`src/hw/rtl/frwl_pkg.sv`:
```
// Shared types and constants of the fair FIFO reader/writer lock.
package frwl_pkg;

  localparam int QUEUE_DEPTH       = 16;
  localparam int REQUESTER_COUNT   = 16;
  localparam int READER_COUNT_BITS = 8;

  localparam int REQ_W   = 4;
  localparam int IDX_W   = $clog2(QUEUE_DEPTH);
  localparam int COUNT_W = $clog2(QUEUE_DEPTH + 1);

  localparam logic [READER_COUNT_BITS-1:0] READER_LIMIT = '1;

  // command codes
  localparam logic [1:0] CMD_SHARED    = 2'd0;
  localparam logic [1:0] CMD_EXCLUSIVE = 2'd1;
  localparam logic [1:0] CMD_RELEASE   = 2'd2;
  localparam logic [1:0] CMD_CANCEL    = 2'd3;

  // result status codes
  localparam logic [2:0] ST_GRANTED   = 3'd0;
  localparam logic [2:0] ST_BLOCK     = 3'd1;
  localparam logic [2:0] ST_QUEUED    = 3'd2;
  localparam logic [2:0] ST_FULL      = 3'd3;
  localparam logic [2:0] ST_RELEASED  = 3'd4;
  localparam logic [2:0] ST_CANCELLED = 3'd5;
  localparam logic [2:0] ST_NOTWAIT   = 3'd6;

  typedef struct packed {
    logic             excl;
    logic [REQ_W-1:0] req;
  } entry_t;

  typedef struct packed {
    logic shift;
    logic load;
  } cell_ctrl_t;

endpackage

```
`src/hw/rtl/frwl_cell.sv`:
```
// One wait-queue cell: holds an entry, takes its neighbor's on a shift or a new entry on a load.
module frwl_cell import frwl_pkg::*; (
  input  logic       clk,
  input  cell_ctrl_t ctrl,
  input  entry_t     nbr,
  input  entry_t     din,
  output entry_t     q
);

  always_ff @(posedge clk) begin
    if (ctrl.shift) begin
      q <= nbr;
    end else if (ctrl.load) begin
      q <= din;
    end
  end

endmodule

```
`src/hw/rtl/fifo_reader_writer_lock_core.sv`:
```
// Top level of the fair FIFO reader/writer lock with direct hand-off.
//
// Each input beat carries a shared request, an exclusive request, a release
// or a cancel from a numbered requester. The block answers with an
// acknowledgement beat, then one grant beat per waiter handed the lock
// (a run of shared heads, or one exclusive head); tlast marks the final
// beat of each input. The wait queue is a row of QUEUE_DEPTH cells that
// shift toward the head; there is no clearing pass after reset. A request
// or release goes from IDLE to ACK, a cancel first walks the queue in SCAN
// for the requester, and any grants follow in GRANT; the ACK and GRANT
// beats wait while the output register is full and not taken. The next beat
// is accepted once the last result of the previous one is in the output
// register, even while that result waits to be taken.
module fifo_reader_writer_lock_core import frwl_pkg::*; (
  input  logic       clk,
  input  logic       rst,
  input  logic       s_tvalid,
  output logic       s_tready,
  input  logic [7:0] s_tdata,   // [3:0] requester, [4] no_wait, [7:5] zero
  input  logic [1:0] s_tuser,   // [1:0] command
  output logic       m_tvalid,
  input  logic       m_tready,
  output logic [7:0] m_tdata,   // [3:0] grantee, [4] granted_exclusive, [7:5] zero
  output logic [2:0] m_tuser,   // [2:0] status
  output logic       m_tlast
);

  typedef enum logic [1:0] {IDLE, SCAN, ACK, GRANT} state_t;

  state_t                       state, state_next;
  logic [1:0]                   cmd;
  logic [REQ_W-1:0]             who;
  logic                         nowait;
  logic                         found, found_next;
  logic [IDX_W-1:0]             fidx, fidx_next;
  logic [COUNT_W-1:0]           sidx, sidx_next;
  logic [COUNT_W-1:0]           count, count_next;
  logic [READER_COUNT_BITS-1:0] readers, readers_next;
  logic                         writer, writer_next;

  logic             out_who;
  logic [REQ_W-1:0] out_req;
  logic [2:0]       out_status;
  logic             out_excl;
  logic             out_last;

  logic             emit;
  logic [REQ_W-1:0] o_who;
  logic [2:0]       o_status;
  logic             o_excl;
  logic             o_last;
  logic             out_free;
  logic             oor;
  logic             gnext;
  entry_t           head_after;

  logic             do_push;
  logic             do_shift;
  logic [IDX_W-1:0] shift_from;
  entry_t           push_entry;

  entry_t     q    [QUEUE_DEPTH];
  entry_t     nbr  [QUEUE_DEPTH];
  cell_ctrl_t ctrl [QUEUE_DEPTH];

  function automatic logic compat(input logic excl, input logic w,
                                  input logic [READER_COUNT_BITS-1:0] r);
    logic ok;
    if (w) begin
      ok = 1'b0;
    end else if (excl) begin
      ok = (r == '0);
    end else begin
      ok = (r != READER_LIMIT);
    end
    return ok;
  endfunction

  // Row of queue cells; cell 0 is the head, each but the last shifts in from the next.
  for (genvar i = 0; i < QUEUE_DEPTH; i++) begin : g_cell
    if (i == QUEUE_DEPTH - 1) begin : g_tail
      assign nbr[i] = q[i];
    end else begin : g_mid
      assign nbr[i] = q[i+1];
    end
    assign ctrl[i].shift = do_shift && (IDX_W'(i) >= shift_from);
    assign ctrl[i].load  = do_push && (COUNT_W'(i) == count);

    frwl_cell u_cell (
      .clk  (clk),
      .ctrl (ctrl[i]),
      .nbr  (nbr[i]),
      .din  (push_entry),
      .q    (q[i])
    );
  end

  assign s_tready   = (state == IDLE);
  assign out_free   = !m_tvalid || m_tready;
  assign oor        = (int'(who) >= REQUESTER_COUNT);
  assign push_entry = '{excl: cmd[0], req: who};
  assign head_after = (fidx == '0) ? q[1] : q[0];

  always_comb begin
    state_next   = state;
    sidx_next    = sidx;
    found_next   = found;
    fidx_next    = fidx;
    count_next   = count;
    readers_next = readers;
    writer_next  = writer;
    emit         = 1'b0;
    o_who        = who;
    o_status     = ST_NOTWAIT;
    o_excl       = 1'b0;
    o_last       = 1'b1;
    do_push      = 1'b0;
    do_shift     = 1'b0;
    shift_from   = '0;
    gnext        = 1'b0;

    unique case (state)
      IDLE: begin
        if (s_tvalid) begin
          sidx_next  = '0;
          state_next = (s_tuser == CMD_CANCEL) ? SCAN : ACK;
        end
      end

      // Walk the queue one cell a cycle for the oldest entry of this requester.
      SCAN: begin
        if (sidx >= count) begin
          found_next = 1'b0;
          state_next = ACK;
        end else if (q[sidx[IDX_W-1:0]].req == who) begin
          found_next = 1'b1;
          fidx_next  = sidx[IDX_W-1:0];
          state_next = ACK;
        end else begin
          sidx_next = sidx + COUNT_W'(1);
        end
      end

      // Apply the command and send its acknowledgement beat.
      ACK: begin
        if (out_free) begin
          emit       = 1'b1;
          state_next = IDLE;
          if (oor) begin
            o_status = ST_NOTWAIT;
          end else if (cmd == CMD_SHARED || cmd == CMD_EXCLUSIVE) begin
            o_excl = cmd[0];
            if (count == '0 && compat(cmd[0], writer, readers)) begin
              o_status = ST_GRANTED;
              if (cmd[0]) begin
                writer_next = 1'b1;
              end else begin
                readers_next = readers + READER_COUNT_BITS'(1);
              end
            end else if (nowait) begin
              o_status = ST_BLOCK;
            end else if (count == COUNT_W'(QUEUE_DEPTH)) begin
              o_status = ST_FULL;
            end else begin
              o_status   = ST_QUEUED;
              do_push    = 1'b1;
              count_next = count + COUNT_W'(1);
            end
          end else if (cmd == CMD_RELEASE) begin
            o_status = ST_RELEASED;
            if (writer) begin
              writer_next = 1'b0;
              o_excl      = 1'b1;
            end else if (readers != '0) begin
              readers_next = readers - READER_COUNT_BITS'(1);
            end
            gnext      = (count != '0) && compat(q[0].excl, writer_next, readers_next);
            o_last     = !gnext;
            state_next = gnext ? GRANT : IDLE;
          end else if (!found) begin
            o_status = ST_NOTWAIT;
          end else begin
            o_status   = ST_CANCELLED;
            o_excl     = q[fidx].excl;
            do_shift   = 1'b1;
            shift_from = fidx;
            count_next = count - COUNT_W'(1);
            gnext      = (count > COUNT_W'(1)) && compat(head_after.excl, writer, readers);
            o_last     = !gnext;
            state_next = gnext ? GRANT : IDLE;
          end
        end
      end

      // Hand the lock to the head, one grant beat a cycle while the output register is free.
      GRANT: begin
        if (out_free) begin
          emit       = 1'b1;
          o_who      = q[0].req;
          o_status   = ST_GRANTED;
          o_excl     = q[0].excl;
          do_shift   = 1'b1;
          count_next = count - COUNT_W'(1);
          if (q[0].excl) begin
            writer_next = 1'b1;
          end else begin
            readers_next = readers + READER_COUNT_BITS'(1);
          end
          // Stop after an exclusive grant, an empty queue, an exclusive next
          // head, or when the reader count reaches its limit.
          o_last     = q[0].excl || (count == COUNT_W'(1)) || q[1].excl ||
                       (readers == READER_LIMIT - READER_COUNT_BITS'(1));
          state_next = o_last ? IDLE : GRANT;
        end
      end

      default: begin
        state_next = IDLE;
      end
    endcase
  end

  always_ff @(posedge clk) begin
    if (rst) begin
      state    <= IDLE;
      count    <= '0;
      readers  <= '0;
      writer   <= 1'b0;
      m_tvalid <= 1'b0;
    end else begin
      state   <= state_next;
      count   <= count_next;
      readers <= readers_next;
      writer  <= writer_next;
      if (emit) begin
        m_tvalid <= 1'b1;
      end else if (m_tready) begin
        m_tvalid <= 1'b0;
      end
    end
  end

  // Payload: command capture, scan pointer and output beat.
  always_ff @(posedge clk) begin
    if (state == IDLE && s_tvalid) begin
      cmd    <= s_tuser;
      who    <= s_tdata[REQ_W-1:0];
      nowait <= s_tdata[4];
    end
    sidx  <= sidx_next;
    found <= found_next;
    fidx  <= fidx_next;
    if (emit) begin
      out_req    <= o_who;
      out_status <= o_status;
      out_excl   <= o_excl;
      out_last   <= o_last;
    end
  end

  assign out_who = 1'b0;
  assign m_tdata = {3'b000, out_excl | out_who, out_req};
  assign m_tuser = out_status;
  assign m_tlast = out_last;

  // An accepted beat closes the input side in the following cycle.
  a_busy_after_accept: assert property (@(posedge clk) disable iff (rst)
    (s_tvalid && s_tready) |=> !s_tready)
    else $error("input accepted while a command is still being processed");

  // The fill count never passes the queue depth.
  a_count_bound: assert property (@(posedge clk) disable iff (rst)
    count <= COUNT_W'(QUEUE_DEPTH))
    else $error("queue count beyond depth");

  // Exclusive and shared holders never coexist.
  a_mode_exclusive: assert property (@(posedge clk) disable iff (rst)
    !(writer && readers != '0))
    else $error("writer held while readers are active");

  // Grant beats are only sent while something is queued.
  a_grant_nonempty: assert property (@(posedge clk) disable iff (rst)
    (state == GRANT) |-> (count != '0))
    else $error("grant run on an empty queue");

endmodule
```
`config.mk`:
```
export PLATFORM = sky130hd
export DESIGN_NAME = fifo_reader_writer_lock_core
export DESIGN_NICKNAME = d
export VERILOG_FILES = /design/src/hw/rtl/frwl_pkg.sv /design/src/hw/rtl/frwl_cell.sv /design/src/hw/rtl/fifo_reader_writer_lock_core.sv
export SDC_FILE = /design/constraint.sdc
export NUM_CORES = 1
export LEC_CHECK = 0
export ABC_AREA = 1
export BUFFER_PORTS_ARGS = -buffer_cell sky130_fd_sc_hd__buf_4
export CAP_MARGIN = 20
export CORE_MARGIN = 10
export CORE_UTILIZATION = 38
export DETAILED_ROUTE_END_ITERATION = 8
export GPL_TIMING_DRIVEN = 0
export PLACE_DENSITY = 0.58
export SYNTH_ARGS = -nofsm -noshare
export SYNTH_HDL_FRONTEND = slang
export SYNTH_SLANG_ARGS = --single-unit
```
`constraint.sdc`:
```
create_clock -name clk -period 3.4 [get_ports clk]
set_input_delay 0.17 -clock clk [delete_from_list [all_inputs] [get_ports clk]]
set_output_delay 0.17 -clock clk [all_outputs]
set_load 0.02 [all_outputs]
```
==> results of run 1 <==
==> flip-flops by register name (all words and copies together) (netlist names) <==
| name | count |
|---|---|
| count | 5 |
| fidx | 4 |
| m_tvalid | 1 |
| sidx | 5 |
| state | 2 |
| m_tlast | 1 |
| found | 1 |
| writer | 1 |
| nowait | 1 |
| out_excl | 1 |
| m_tuser | 3 |
| g_cell.u_cell.q | 80 |
| out_req | 4 |
| readers | 8 |
| cmd | 2 |
| who | 4 |
==> cells by family (layout without fill, tap and decap cells) <==
logic type / after synthesis / after routing / synth area share, %
buffers and inverters: 142 / 207 / 8.08
adders and majority gates: 16 / 16 / 2.80
other: 1 / 3 / 0.0524
AOI/OAI and AO/OA: 235 / 235 / 18.6
and+or+nand+nor: 343 / 343 / 20.5
xor gates and xnor gates: 6 / 6 / 0.734
DFF: 123 / 123 / 49.2
==> worst min-delay path, cell delays in order <==
cell and delay [ns]:
sky130_fd_sc_hd__buf_4 0.08, sky130_fd_sc_hd__nor2_2 0.08, sky130_fd_sc_hd__nand2_1 0.08, sky130_fd_sc_hd__a21oi_1 0.06
==> power groups by stage <==
stage	Sequential, mW	Clock (mW)	Combinational [mW]
CTS	2.41	1.90	3.44
global placement	2.43	0	3.38
detailed placement	2.43	0	3.41
global route	2.45	1.97	3.97
floorplan	2.37	0	2.47
finish	2.40	1.89	3.49
==> layer usage <==
layer / up-vias / global-route usage, % / part of all wire [%]
li1: 3062 / - / -
met5: - / 0 / 0
met1: 2875 / 22.5 / 47
met3: 24 / 2.73 / 4.9
met4: 0 / 5.88 / 1.7
met2: 169 / 26.0 / 46
==> layout by cell type, fill, tap and decap left out, types with 4 or more instances in the layout <==
cell type	instances
sky130_fd_sc_hd__o211ai_1	9
sky130_fd_sc_hd__nor2_2	10
sky130_fd_sc_hd__clkbuf_8	4
sky130_fd_sc_hd__nand3_1	35
sky130_fd_sc_hd__dfxtp_1	17
sky130_fd_sc_hd__nor2_1	94
sky130_fd_sc_hd__clkbuf_16	17
sky130_fd_sc_hd__nand4_1	6
sky130_fd_sc_hd__nor2_4	5
sky130_fd_sc_hd__inv_1	90
sky130_fd_sc_hd__clkinv_1	5
sky130_fd_sc_hd__o21ai_0	103
sky130_fd_sc_hd__clkinv_2	4
sky130_fd_sc_hd__nand2_1	178
sky130_fd_sc_hd__nor3_1	6
sky130_fd_sc_hd__clkbuf_1	17
sky130_fd_sc_hd__dlygate4sd3_1	7
sky130_fd_sc_hd__inv_2	15
sky130_fd_sc_hd__o31ai_2	7
sky130_fd_sc_hd__edfxtp_1	106
sky130_fd_sc_hd__o21ai_1	31
sky130_fd_sc_hd__ha_1	16
sky130_fd_sc_hd__a21oi_1	53
sky130_fd_sc_hd__xor2_1	4
sky130_fd_sc_hd__buf_2	16
sky130_fd_sc_hd__buf_4	28
sky130_fd_sc_hd__o41ai_1	4
==> how the worst max path moves through the flow <==
stage               start                endpoint  slack [ns]  depth (start not counted)
2_1_floorplan  readers[0]  g_cell[10].u_cell.q[0]        0.81                         11
6_report       readers[0]   g_cell[9].u_cell.q[0]        0.25                         12
3_5_place_dp   readers[0]   g_cell[9].u_cell.q[1]        0.07                         12
3_3_place_gp   readers[0]  g_cell[10].u_cell.q[1]       -0.10                         11
5_1_grt        readers[0]   g_cell[9].u_cell.q[0]      -0.005                         12
4_1_cts        readers[0]   g_cell[9].u_cell.q[0]        0.06                         12
==> area by class of cell <==
cell class | count | share of cell area [%]
Buffer | 33 | 2.02
Clock buffer | 24 | 5.89
Clock inverter | 8 | 1.36
Inverter | 109 | 4.90
Multi-Input combinational cell | 603 | 37.1
Sequential cell | 123 | 42.2
Tap cell | 234 | 3.51
Timing Repair Buffer | 33 | 3.06
==> per-stage QoR <==
step / utilization, % / cell area [um2] / worst slack, ns / total power, mW / setup TNS (ns)
2_1_floorplan: - / 7160 / 0.805 / 4.84 / 0
3_3_place_gp: 40.8 / 7610 / -0.101 / 5.81 / -0.504
3_5_place_dp: 41.0 / 7630 / 0.0690 / 5.85 / 0
4_1_cts: 44.6 / 8310 / 0.0588 / 7.75 / 0
5_1_grt: 44.8 / 8350 / -0.00453 / 8.38 / -0.0183
6_report: 44.8 / 8350 / 0.254 / 7.78 / 0
==> what timing repair did <==
item / CTS / global route
resized for setup: 0 / 7
hold endpoints to repair: 7 / 0
hold buffers: 7 / 0
setup endpoints to repair: 0 / 35
==> parameters.txt, run 1 <==
Parameter                              Value

Status
  Run status ... finished clean

Setup path
  Reg-to-Reg Start ... readers[0]
  Cells on worst reg2reg path ... 12
  Worst-path maximum fanout ... 10
  Crit path kind ... reg -> reg
  Endpoint class of the critical path ... register
  Setup slack of the most critical reg-to-reg path ... 0.25 ns
  Startpoint types ... register
  Buf/Inv on CP ... 3
  Dominant delay contributor by cell family on the critical path ... simple AND/OR/NAND/NOR gates
  Slowest cell delay on critical path ... 0.60 ns
  Critical Path RT ... 3.46 ns
  End of the worst register-to-register path ... g_cell[9].u_cell.q[0]
  Critical Path Most Common Cell ... sky130_fd_sc_hd__nand2_1
  Critical Path Slowest Stage Cell ... sky130_fd_sc_hd__o31ai_2
  Cells traversed along the worst timing path ... clkinv_1 > ha_1 > nand2_1 > inv_1 > nand2_1 > nand2_1 > nand4_1 > nand2_1 > nor2_1 > nand3_1 > clkbuf_1 > o31ai_2
  CP Data Arrival Time ... 3.21 ns

Timing
  Fin crit period ... 3.15 ns
  Transition time at the pin with the least slew margin ... 1.02 ns
  Fin Clk Skew ... 0.0103 ns
  Final hold slack ... 0.0891 ns
  Max Freq ... 0.318 GHz
  Unrepaired setup endpoints after global routing ... yes
  Worst slew margin relative to its limit ... 31.6%
  Final Max Tran Viols ... 0
  Final critical-path share of the clock period ... 92.5%
  Fin. Hold Viols ... 0
  Number of failing setup endpoints in the final timing report ... 0

Synthesis
  Post-synth EDFFs ... 106
  Count leader, synth ... sky130_fd_sc_hd__nand2_1
  Avg Synthesized Cell Area ... 8.26 um2
  Distinct cells, synth ... 47
  Cell count after synthesis ... 866
  Proportion of netlist area held by the largest area contributor ... 44.5%
  Count of synthesis-stage warnings from yosys ... 0
  Proportion of synthesized chip area in sequential cells ... 49.2%
  Most instantiated flip-flop cell in the synthesis netlist ... sky130_fd_sc_hd__edfxtp_1
  Register bit total from synthesis ... 123
  Fraction of registers with async set or reset after synthesis ... 0%
  Biggest area consumer among synthesized cells ... sky130_fd_sc_hd__edfxtp_1
  Mapped cell area ... 7160 um2
  Synth top cells by count ... sky130_fd_sc_hd__nand2_1, sky130_fd_sc_hd__edfxtp_1, sky130_fd_sc_hd__o21ai_0
  Leading post-synthesis cells by cell area ... sky130_fd_sc_hd__edfxtp_1, sky130_fd_sc_hd__nand2_1, sky130_fd_sc_hd__o21ai_0, sky130_fd_sc_hd__nor2_1, sky130_fd_sc_hd__dfxtp_1

Place
  Post-detailed-placement half-perimeter wirelength ... 14.9 mm
  Placed instance count ... 1127
  Count of input and output buffers ... 21
  Final RePlAce weighted congestion ... 0.914

GRT
  Total global routing overflow ... 0
  GR Util All Layers ... 16.6%
  Maximum number of pins on one net before global-route repair ... 17
  Number of global-route vias before repair ... 5742
  Number of antenna violations at the first check in global routing ... 0
  First-pass GRT wire length ... 31.5 mm

Floorplan
  Height of the chip ... 157 um
  Starting Density ... 38.4%
  Full die area ... 24700 um2
  Placement Rows ... 50
  Die width ... 157 um
  Core area ... 18600 um2
  Top-Level Pins ... 28

Detailed routing
  Post-Route WL ... 19.7 mm
  Drt initial violations ... 559
  Mean routed wirelength per cell ... 16.9 um
  Vias post-DR ... 6130
  Post-route ant nets ... 0
  First drt pass iteration count ... 5
  Via-to-Cell Ratio ... 5.25
  Post-route DRC violation count ... 0

Power
  Peak VDD IR ... 0.548 mV
  Switching power total ... 3.30 mW
  Cell-internal power ... 4.48 mW
  Power per cell area ... 931 nW/um2
  Leakage power ... 3.31 nW
  Net switching share of the total power ... 42.4%
  Portion of total power attributed to sequential cells ... 30.9%
  Share of total power in the clock network ... 24.3%
  Portion of total power attributed to combinational logic ... 44.8%

Hold path
  Depth of the worst hold-timing path ... 4
  Path category of the worst min-delay check ... in -> reg
  Worst min-delay path endpoint ... state[1]
  Hold path startpoint ... m_tready

Clock tree
  Clk Latency, worst-skew pair ... 0.43 ns
  Root Buffer ... sky130_fd_sc_hd__clkbuf_16
  Clock buffer count from CTS ... 17
  Clock tree from TritonCTS ... done
  Clock-pin slew on the worst setup and hold paths ... 0.06 ns
  Number of clock sinks ... 123
  Count of buffers added by post-CTS timing repair for setup ... 0
  H-tree levels ... 4
  Maximum clock path buffer count ... 2

Layout
  Total number of nets in the final design ... 950
  Filler Cell Count ... 1859
  Area of combinational cells with multiple inputs ... 3100 um2
  Share of cells above drive strength 1 ... 13.1%
  Sequential standard cell area ... 3520 um2
  Area added between synthesis and finish ... 16.7%
  Post-route non-filler standard cell count ... 1167
  Diode insertion count for antenna repair ... 0

Flow run
  Count of max-cap constraint violations ... 0
Note: power is estimated with default switching activity, not from simulation.
==> run 2, diff against run 1 <==
- SYNTH_HIERARCHICAL: unset -> 1
==> run 2 against run 1 <==
Against the previous run:
- global-route usage about the same
- critical path type unchanged
- synthesized cell count rose by 10%
- critical endpoint is now fidx[3]
- via count up 6.7%
- hold slack gained 0.012 ns
- register-to-register slack got worse by 0.04 ns
==> parameters.txt, run 2 <==
Parameter                              Value

Setup path
  Dominant delay contributor by cell family on the critical path ... simple AND/OR/NAND/NOR gates (unchanged)
  Cells traversed along the worst timing path ... inv_2 > buf_2 > o21ai_0 > o22ai_1 > nand2_1 > nand3_1 > nand2_1 > xnor2_1 > nor2_1 > nand2_1 > nor3_1 (was clkinv_1 > ha_1 > nand2_1 > inv_1 > nand2_1 > nand2_1 > nand4_1 > nand2_1 > nor2_1 > nand3_1 > clkbuf_1 > o31ai_2)
  Critical Path Most Common Cell ... sky130_fd_sc_hd__nand2_1 (unchanged)
  Capturing element of the worst setup path ... fidx[3] (was g_cell[9].u_cell.q[0])
  Setup slack of the most critical reg-to-reg path ... 0.21 ns (was 0.25 ns)
  Buf/Inv on CP ... 2 (was 3)
  Critical Path RT ... 3.46 ns (about the same)
  Reg-to-Reg Start ... sidx[1] (was readers[0])
  Startpoint types ... register (unchanged)
  Cells on worst reg2reg path ... 11 (was 12)
  Worst-path maximum fanout ... 11 (was 10)
  CP Data Arrival Time ... 3.25 ns (was 3.21 ns)
  Setup crit start ... sidx[1] (was readers[0])
  End of the worst register-to-register path ... fidx[3] (was g_cell[9].u_cell.q[0])
  Number of stages on the worst setup path ... 11 (was 12)
  Slowest cell delay on critical path ... 0.63 ns (was 0.60 ns)
  Endpoint class of the critical path ... register (unchanged)
  Crit path kind ... reg -> reg (unchanged)
  Critical Path Slowest Stage Cell ... sky130_fd_sc_hd__edfxtp_1 (was sky130_fd_sc_hd__o31ai_2)

Synthesis
  Synth top cells by count ... sky130_fd_sc_hd__nand2_1, sky130_fd_sc_hd__edfxtp_1, sky130_fd_sc_hd__nor2_1 (was sky130_fd_sc_hd__nand2_1, sky130_fd_sc_hd__edfxtp_1, sky130_fd_sc_hd__o21ai_0)
  Register bit total from synthesis ... 123 (unchanged)
  Count leader, synth ... sky130_fd_sc_hd__nand2_1 (unchanged)
  Count of synthesis-stage warnings from yosys ... 6 (was 0)
  Mapped cell area ... 7420 um2 (was 7160 um2)
  Leading post-synthesis cells by cell area ... sky130_fd_sc_hd__edfxtp_1, sky130_fd_sc_hd__nand2_1, sky130_fd_sc_hd__nor2_1, sky130_fd_sc_hd__dfxtp_1, sky130_fd_sc_hd__o21ai_0 (was sky130_fd_sc_hd__edfxtp_1, sky130_fd_sc_hd__nand2_1, sky130_fd_sc_hd__o21ai_0, sky130_fd_sc_hd__nor2_1, sky130_fd_sc_hd__dfxtp_1)
  Proportion of netlist area held by the largest area contributor ... 42.9% (was 44.5%)
  Post-synth EDFFs ... 106 (unchanged)
  Avg Synthesized Cell Area ... 7.77 um2 (was 8.26 um2)
  Proportion of synthesized chip area in sequential cells ... 47.5% (was 49.2%)
  Distinct cells, synth ... 46 (was 47)
  Cell count after synthesis ... 956 (was 866)
  Biggest area consumer among synthesized cells ... sky130_fd_sc_hd__edfxtp_1 (unchanged)
  Most instantiated flip-flop cell in the synthesis netlist ... sky130_fd_sc_hd__edfxtp_1 (unchanged)
  Fraction of registers with async set or reset after synthesis ... 0% (unchanged)

Layout
  Diode insertion count for antenna repair ... 0 (unchanged)
  Number of flip-flops in the largest register ... 80 (unchanged)
  Commonest non-fill, non-tap cells in the layout ... sky130_fd_sc_hd__nand2_1, sky130_fd_sc_hd__edfxtp_1, sky130_fd_sc_hd__nor2_1 (was sky130_fd_sc_hd__nand2_1, sky130_fd_sc_hd__edfxtp_1, sky130_fd_sc_hd__o21ai_0)
  Total number of nets in the final design ... 1040 (was 950)
  Biggest regs ... g_cell.u_cell/q: 80 flops, readers: 8 flops (was g_cell.u_cell.q: 80 flops, readers: 8 flops)
  Area added between synthesis and finish ... 16.0% (was 16.7%)
  Post-route non-filler standard cell count ... 1288 (was 1167)
  Biggest register ... g_cell.u_cell/q (was g_cell.u_cell.q)
  Finished layout cell area ... 8610 um2 (was 8350 um2)
  Post-route core utilization ... 44.5% (was 44.8%)
  Filler Cell Count ... 1959 (was 1859)
  Share of cells above drive strength 1 ... 12.9% (was 13.1%)
  Most common cell after layout, fill and taps aside ... sky130_fd_sc_hd__nand2_1 (unchanged)

Place
  Placed instance count ... 1244 (was 1127)
  Area after DPL ... 7920 um2 (was 7630 um2)
  Post-detailed-placement half-perimeter wirelength ... 15.6 mm (was 14.9 mm)
  Final RePlAce weighted congestion ... 0.944 (was 0.914)
  Count of input and output buffers ... 21 (unchanged)

Floorplan
  Top-Level Pins ... 28 (unchanged)
  Core area ... 19300 um2 (was 18600 um2)
  Starting Density ... 38.4% (about the same)
  Height of the chip ... 160 um (was 157 um)
  Die width ... 160 um (was 157 um)
  Placement Rows ... 51 (was 50)
  Full die area ... 25500 um2 (was 24700 um2)

Detailed routing
  Drt initial violations ... 610 (was 559)
  Post-route ant nets ... 0 (unchanged)
  First drt pass iteration count ... 5 (unchanged)
  Vias post-DR ... 6540 (was 6130)
  Post-Route WL ... 21.5 mm (was 19.7 mm)
  Via-to-Cell Ratio ... 5.08 (was 5.25)
  Post-route DRC violation count ... 0 (unchanged)
  Mean routed wirelength per cell ... 16.7 um (was 16.9 um)

Timing
  Unrepaired setup endpoints after global routing ... no (was yes)
  Transition time at the pin with the least slew margin ... 0.946 ns (was 1.02 ns)
  Worst slew margin relative to its limit ... 36.4% (was 31.6%)
  Max Freq ... 0.314 GHz (was 0.318 GHz)
  Final Max Tran Viols ... 0 (unchanged)
  Number of failing setup endpoints in the final timing report ... 0 (unchanged)
  Fin crit period ... 3.19 ns (was 3.15 ns)
  Fin Clk Skew ... 0.0119 ns (was 0.0103 ns)
  Final critical-path share of the clock period ... 93.7% (was 92.5%)
  Fin. Hold Viols ... 0 (unchanged)

Clock tree
  Root Buffer ... sky130_fd_sc_hd__clkbuf_16 (unchanged)
  Maximum clock path buffer count ... 2 (unchanged)
  Clock buffer count from CTS ... 17 (unchanged)
  Clk Latency, worst-skew pair ... 0.43 ns (about the same)
  Clock-pin slew on the worst setup and hold paths ... 0.06 ns (about the same)
  Clock tree from TritonCTS ... done (unchanged)
  H-tree levels ... 4 (unchanged)
  Number of clock sinks ... 123 (unchanged)

Flow run
  Count of max-cap constraint violations ... 0 (unchanged)

GRT
  Number of global-route vias before repair ... 6044 (was 5742)
  First-pass GRT wire length ... 33.5 mm (was 31.5 mm)
  GR Util All Layers ... 16.5% (was 16.6%)
  Number of antenna violations at the first check in global routing ... 0 (unchanged)
  Total global routing overflow ... 0 (unchanged)
  Maximum number of pins on one net before global-route repair ... 19 (was 17)

Status
  Run status ... finished clean (unchanged)

Power
  Final Power ... 8.54 mW (was 7.78 mW)
  Power per cell area ... 992 nW/um2 (was 931 nW/um2)
  Peak VDD IR ... 0.464 mV (was 0.548 mV)
  Leakage power ... 3.70 nW (was 3.31 nW)

Hold path
  Path category of the worst min-delay check ... in -> reg (unchanged)
[run 2: changes by cell type after synthesis, sizes merged, moves of 4 or more]
cell and change:
nand2 +177, o21ai -59, a21oi -20, o22ai +17, or2 +17, inv -14
clkbuf -11, o211ai -8, o31ai -6, nor2 +4
[run 2: where the power goes]
part	switching [mW]	leakage (nW)	internal, mW	total (mW)
Clock	0.707	0.267	1.08	1.78
Combinational	2.77	2.33	1.34	4.12
Sequential	0.381	1.11	2.26	2.64
Total	3.86	3.70	4.68	8.54
[run 2: worst min-delay path, delay by kind of cell]
family | cells | cell delay [ns]
AOI/OAI and AO/OA | 1 | 0.05
buffers and inverters | 1 | 0.08
and+or+nand+nor | 2 | 0.20
[run 2: cell families (layout without fill, tap and decap cells)]
kind of cell	after synthesis	in the layout	share of synthesized area [%]
simple gates	542	542	30.5
compound gates	147	147	11.1
other cells	1	3	0.0505
flops	123	123	47.5
xor+xnor	9	9	1.06
fa+ha+maj	16	16	2.70
buf+inv	118	183	7.20
[run 2: how the worst min path moves through the flow]
stage | from | endpoint | slack [ns] | cells after the start
2_1_floorplan | rst | state[1] | 0.23 | 1
3_3_place_gp | s_tdata[2] | who[2] | 0.35 | 1
3_5_place_dp | s_tdata[3] | who[3] | 0.35 | 1
4_1_cts | m_tready | state[1] | 0.08 | 4
5_1_grt | m_tready | state[1] | 0.13 | 4
6_report | m_tready | state[1] | 0.10 | 4
[run 2: repair_timing]
item | 4_1_cts | 5_1_grt
hold buffers | 8 | 0
buffers inserted | 1 | 3
gates cloned | 0 | 0
gates resized for setup | 0 | 1
hold endpoints to repair | 11 | 0
endpoints found under the setup margin | 30 | 24
[run 2: stage by stage]
stage	setup TNS, ns	worst slack [ns]	hold slack (ns)
CTS	0	0.0871	0.0846
finish	0	0.213	0.102
global placement	-1.76	-0.141	0.349
global route	0	0.00839	0.125
detailed placement	-2.42	-0.169	0.349
floorplan	0	0.809	0.232
[run 2: final cells by class]
cell class | instances | area (um2) | area share [%]
Sequential cell | 123 | 3520 | 40.9
Multi-Input combinational cell | 717 | 3380 | 39.2
Clock buffer | 18 | 429 | 4.98
Inverter | 94 | 358 | 4.16
Tap cell | 265 | 332 | 3.85
Timing Repair Buffer | 33 | 272 | 3.15
Buffer | 24 | 176 | 2.05
Clock inverter | 14 | 146 | 1.70
[run 2: per-layer routing]
| layer | GRT usage, % | up-vias | part of all wire (%) |
|---|---|---|---|
| met3 | 3.16 | 25 | 6.9 |
| li1 | - | 3257 | - |
| met2 | 26.1 | 230 | 46 |
| met5 | 0 | - | 0 |
| met1 | 22.3 | 3028 | 46 |
| met4 | 5.38 | 0 | 1.3 |
==> run 3, diff against run 2 <==
- CORE_UTILIZATION: 38 -> 45
- PLACE_DENSITY: 0.58 -> 0.66
==> run 3 against run 2 <==
Against the previous run:
- total power fell by 0.61%
- hold slack better by 0.020 ns
- sequential power barely moved
- die area is 14% lower
- global-route usage rose by 2.5 points
- via count is 2.3% higher
- combinational power fell by 1%
- clock skew decreased by 0.0029 ns
==> parameters.txt, run 3 (synthesized netlist as in run 2, its figures left out) <==
Parameter                              Value

Floorplan
  Core area ... 16000 um2 (was 19300 um2)
  Starting Density ... 46.4% (was 38.4%)
  Placement Rows ... 46 (was 51)
  Height of the chip ... 148 um (was 160 um)
  Top-Level Pins ... 28 (unchanged)
  Full die area ... 22000 um2 (was 25500 um2)
  Die width ... 148 um (was 160 um)

Setup path
  Worst-path maximum fanout ... 9 (was 11)
  Startpoint types ... register (unchanged)
  Crit path kind ... reg -> reg (unchanged)
  End of the worst register-to-register path ... g_cell[1].u_cell/q[1] (was fidx[3])
  CP Data Arrival Time ... 3.23 ns (was 3.25 ns)
  Cells on worst reg2reg path ... 13 (was 11)
  Endpoint class of the critical path ... register (unchanged)
  Setup slack of the most critical reg-to-reg path ... 0.27 ns (was 0.21 ns)
  Reg-to-Reg Start ... state[1] (was sidx[1])
  Critical Path RT ... 3.50 ns (was 3.46 ns)

Place
  Placed instance count ... 1195 (was 1244)
  Post-detailed-placement half-perimeter wirelength ... 14.7 mm (was 15.6 mm)
  Worst setup timing slack at the placement stage ... -0.101 ns (was -0.169 ns)
  Count of input and output buffers ... 21 (unchanged)
  Final RePlAce weighted congestion ... 0.924 (was 0.944)

Detailed routing
  Mean routed wirelength per cell ... 16.9 um (was 16.7 um)
  First drt pass iteration count ... 5 (unchanged)
  Post-Route WL ... 21.0 mm (was 21.5 mm)
  Vias post-DR ... 6688 (was 6540)
  Post-route ant nets ... 0 (unchanged)
  Via-to-Cell Ratio ... 5.40 (was 5.08)
  Drt initial violations ... 705 (was 610)
  Post-route DRC violation count ... 0 (unchanged)

GRT
  First-pass GRT wire length ... 32.9 mm (was 33.5 mm)
  Maximum number of pins on one net before global-route repair ... 19 (unchanged)
  GR Util All Layers ... 19.1% (was 16.5%)
  Total global routing overflow ... 0 (unchanged)
  Number of antenna violations at the first check in global routing ... 0 (unchanged)
  Number of global-route vias before repair ... 6106 (was 6044)

Status
  Run status ... finished clean (unchanged)

Timing
  Fin. Hold Viols ... 0 (unchanged)
  Min setup slack post-route ... 0.273 ns (was 0.213 ns)
  Worst slew margin relative to its limit ... 36.8% (was 36.4%)
  Final critical-path share of the clock period ... 92.0% (was 93.7%)
  Transition time at the pin with the least slew margin ... 0.940 ns (was 0.946 ns)
  Max Freq ... 0.320 GHz (was 0.314 GHz)
  Number of failing setup endpoints in the final timing report ... 0 (unchanged)
  Final Max Tran Viols ... 0 (unchanged)
  Fin crit period ... 3.13 ns (was 3.19 ns)
  Fin Clk Skew ... 0.00900 ns (was 0.0119 ns)
  Unrepaired setup endpoints after global routing ... no (unchanged)

Clock tree
  Clk Latency, worst-skew pair ... 0.42 ns (was 0.43 ns)
  Maximum clock path buffer count ... 2 (unchanged)
  Number of clock sinks ... 123 (unchanged)
  Root Buffer ... sky130_fd_sc_hd__clkbuf_16 (unchanged)
  Clock buffer count from CTS ... 17 (unchanged)
  H-tree levels ... 4 (unchanged)
  Clock tree from TritonCTS ... done (unchanged)
  Clock-pin slew on the worst setup and hold paths ... 0.05 ns (was 0.06 ns)

Layout
  Number of flip-flops in the largest register ... 80 (unchanged)
  Commonest non-fill, non-tap cells in the layout ... sky130_fd_sc_hd__nand2_1, sky130_fd_sc_hd__edfxtp_1, sky130_fd_sc_hd__nor2_1 (unchanged)
  Biggest regs ... g_cell.u_cell/q: 80 flops, readers: 8 flops (unchanged)
  Total number of nets in the final design ... 1040 (unchanged)
  Filler Cell Count ... 1567 (was 1959)
  Most common cell after layout, fill and taps aside ... sky130_fd_sc_hd__nand2_1 (unchanged)
  Post-route non-filler standard cell count ... 1239 (was 1288)
  Diode insertion count for antenna repair ... 0 (unchanged)
  Share of cells above drive strength 1 ... 12.7% (was 12.9%)
  Area added between synthesis and finish ... 15.2% (was 16.0%)
  Biggest register ... g_cell.u_cell/q (unchanged)

Hold path
  Depth of the worst hold-timing path ... 4 (unchanged)
  Worst min-delay path endpoint ... state[1] (unchanged)
  Hold path startpoint ... m_tready (unchanged)
  Path category of the worst min-delay check ... in -> reg (unchanged)

Power
  Leakage power ... 3.72 nW (was 3.70 nW)
  Peak VDD IR ... 0.421 mV (was 0.464 mV)
  Power per cell area ... 993 nW/um2 (was 992 nW/um2)

Flow run
  Count of max-cap constraint violations ... 0 (unchanged)
-- run 3: cell count changes in the layout (fill, tap and decap cells not counted), sizes merged --
cell,previous run,this run
clkinvlp,5,1
clkbuf,21,27
inv,94,91
clkinv,7,8
-- run 3: layout make-up --
cell class,instances,area (um2),area share [%]
Inverter,94,358,4.19
Clock inverter,8,92.6,1.08
Buffer,24,176,2.06
Sequential cell,123,3520,41.2
Tap cell,216,270,3.16
Multi-Input combinational cell,717,3380,39.5
Timing Repair Buffer,33,272,3.18
Clock buffer,24,482,5.63
-- run 3: per-layer routing --
layer | GRT usage, % | routed length (um)
met5 | 0 | 0
met4 | 6.94 | 433
met3 | 2.79 | 1880
met2 | 30.8 | 9670
met1 | 25.4 | 9020
-- run 3: repair_timing --
item / CTS / global route
hold buffers: 8 / 0
setup endpoints to repair: 20 / 30
buffers inserted: 1 / 3
hold endpoints to repair: 11 / 0
resized for setup: 0 / 1
pin swaps: 0 / 0
-- run 3: power breakdown --
group,switching (mW),internal [mW]
logic,2.73,1.34
registers,0.387,2.26
clock network,0.637,1.13
-- run 3: worst max-delay path: stages, from the launching register on --
cell and delay (ns):
sky130_fd_sc_hd__dfxtp_1 0.41, sky130_fd_sc_hd__inv_1 0.13, sky130_fd_sc_hd__nor2_1 0.14, sky130_fd_sc_hd__inv_1 0.07
sky130_fd_sc_hd__nor2_1 0.22, sky130_fd_sc_hd__nand3_2 0.21, sky130_fd_sc_hd__inv_2 0.10, sky130_fd_sc_hd__nor2_1 0.12
sky130_fd_sc_hd__inv_2 0.25, sky130_fd_sc_hd__nand2_4 0.12, sky130_fd_sc_hd__nor2_4 0.20, sky130_fd_sc_hd__inv_1 0.10
sky130_fd_sc_hd__a21oi_1 0.43, sky130_fd_sc_hd__or2_1 0.31
-- run 3: stage by stage --
stage / utilization (%) / hold slack [ns] / TNS, ns / area, um2 / power [mW]
floorplan: - / 0.232 / 0 / 7430 / 5.53
global placement: 49.1 / 0.348 / -0.761 / 7860 / 6.56
detailed placement: 49.1 / 0.350 / -0.983 / 7860 / 6.63
CTS: 53.3 / 0.0949 / 0 / 8520 / 8.44
global route: 53.4 / 0.136 / 0 / 8550 / 9.14
finish: 53.4 / 0.122 / 0 / 8550 / 8.49
-- run 3: worst max-delay path by stage --
stage / cells after the start / end / from / slack, ns
final: 13 / g_cell[1].u_cell/q[1] / state[1] / 0.27
after global routing: 13 / g_cell[0].u_cell/q[4] / state[1] / 0.006
after CTS: 11 / g_cell[1].u_cell/q[1] / cmd[0] / 0.10
after detailed placement: 11 / g_cell[1].u_cell/q[4] / cmd[0] / -0.10
after global placement: 11 / g_cell[1].u_cell/q[4] / cmd[0] / -0.07
after floorplan: 11 / g_cell[1].u_cell/q[0] / cmd[0] / 0.81
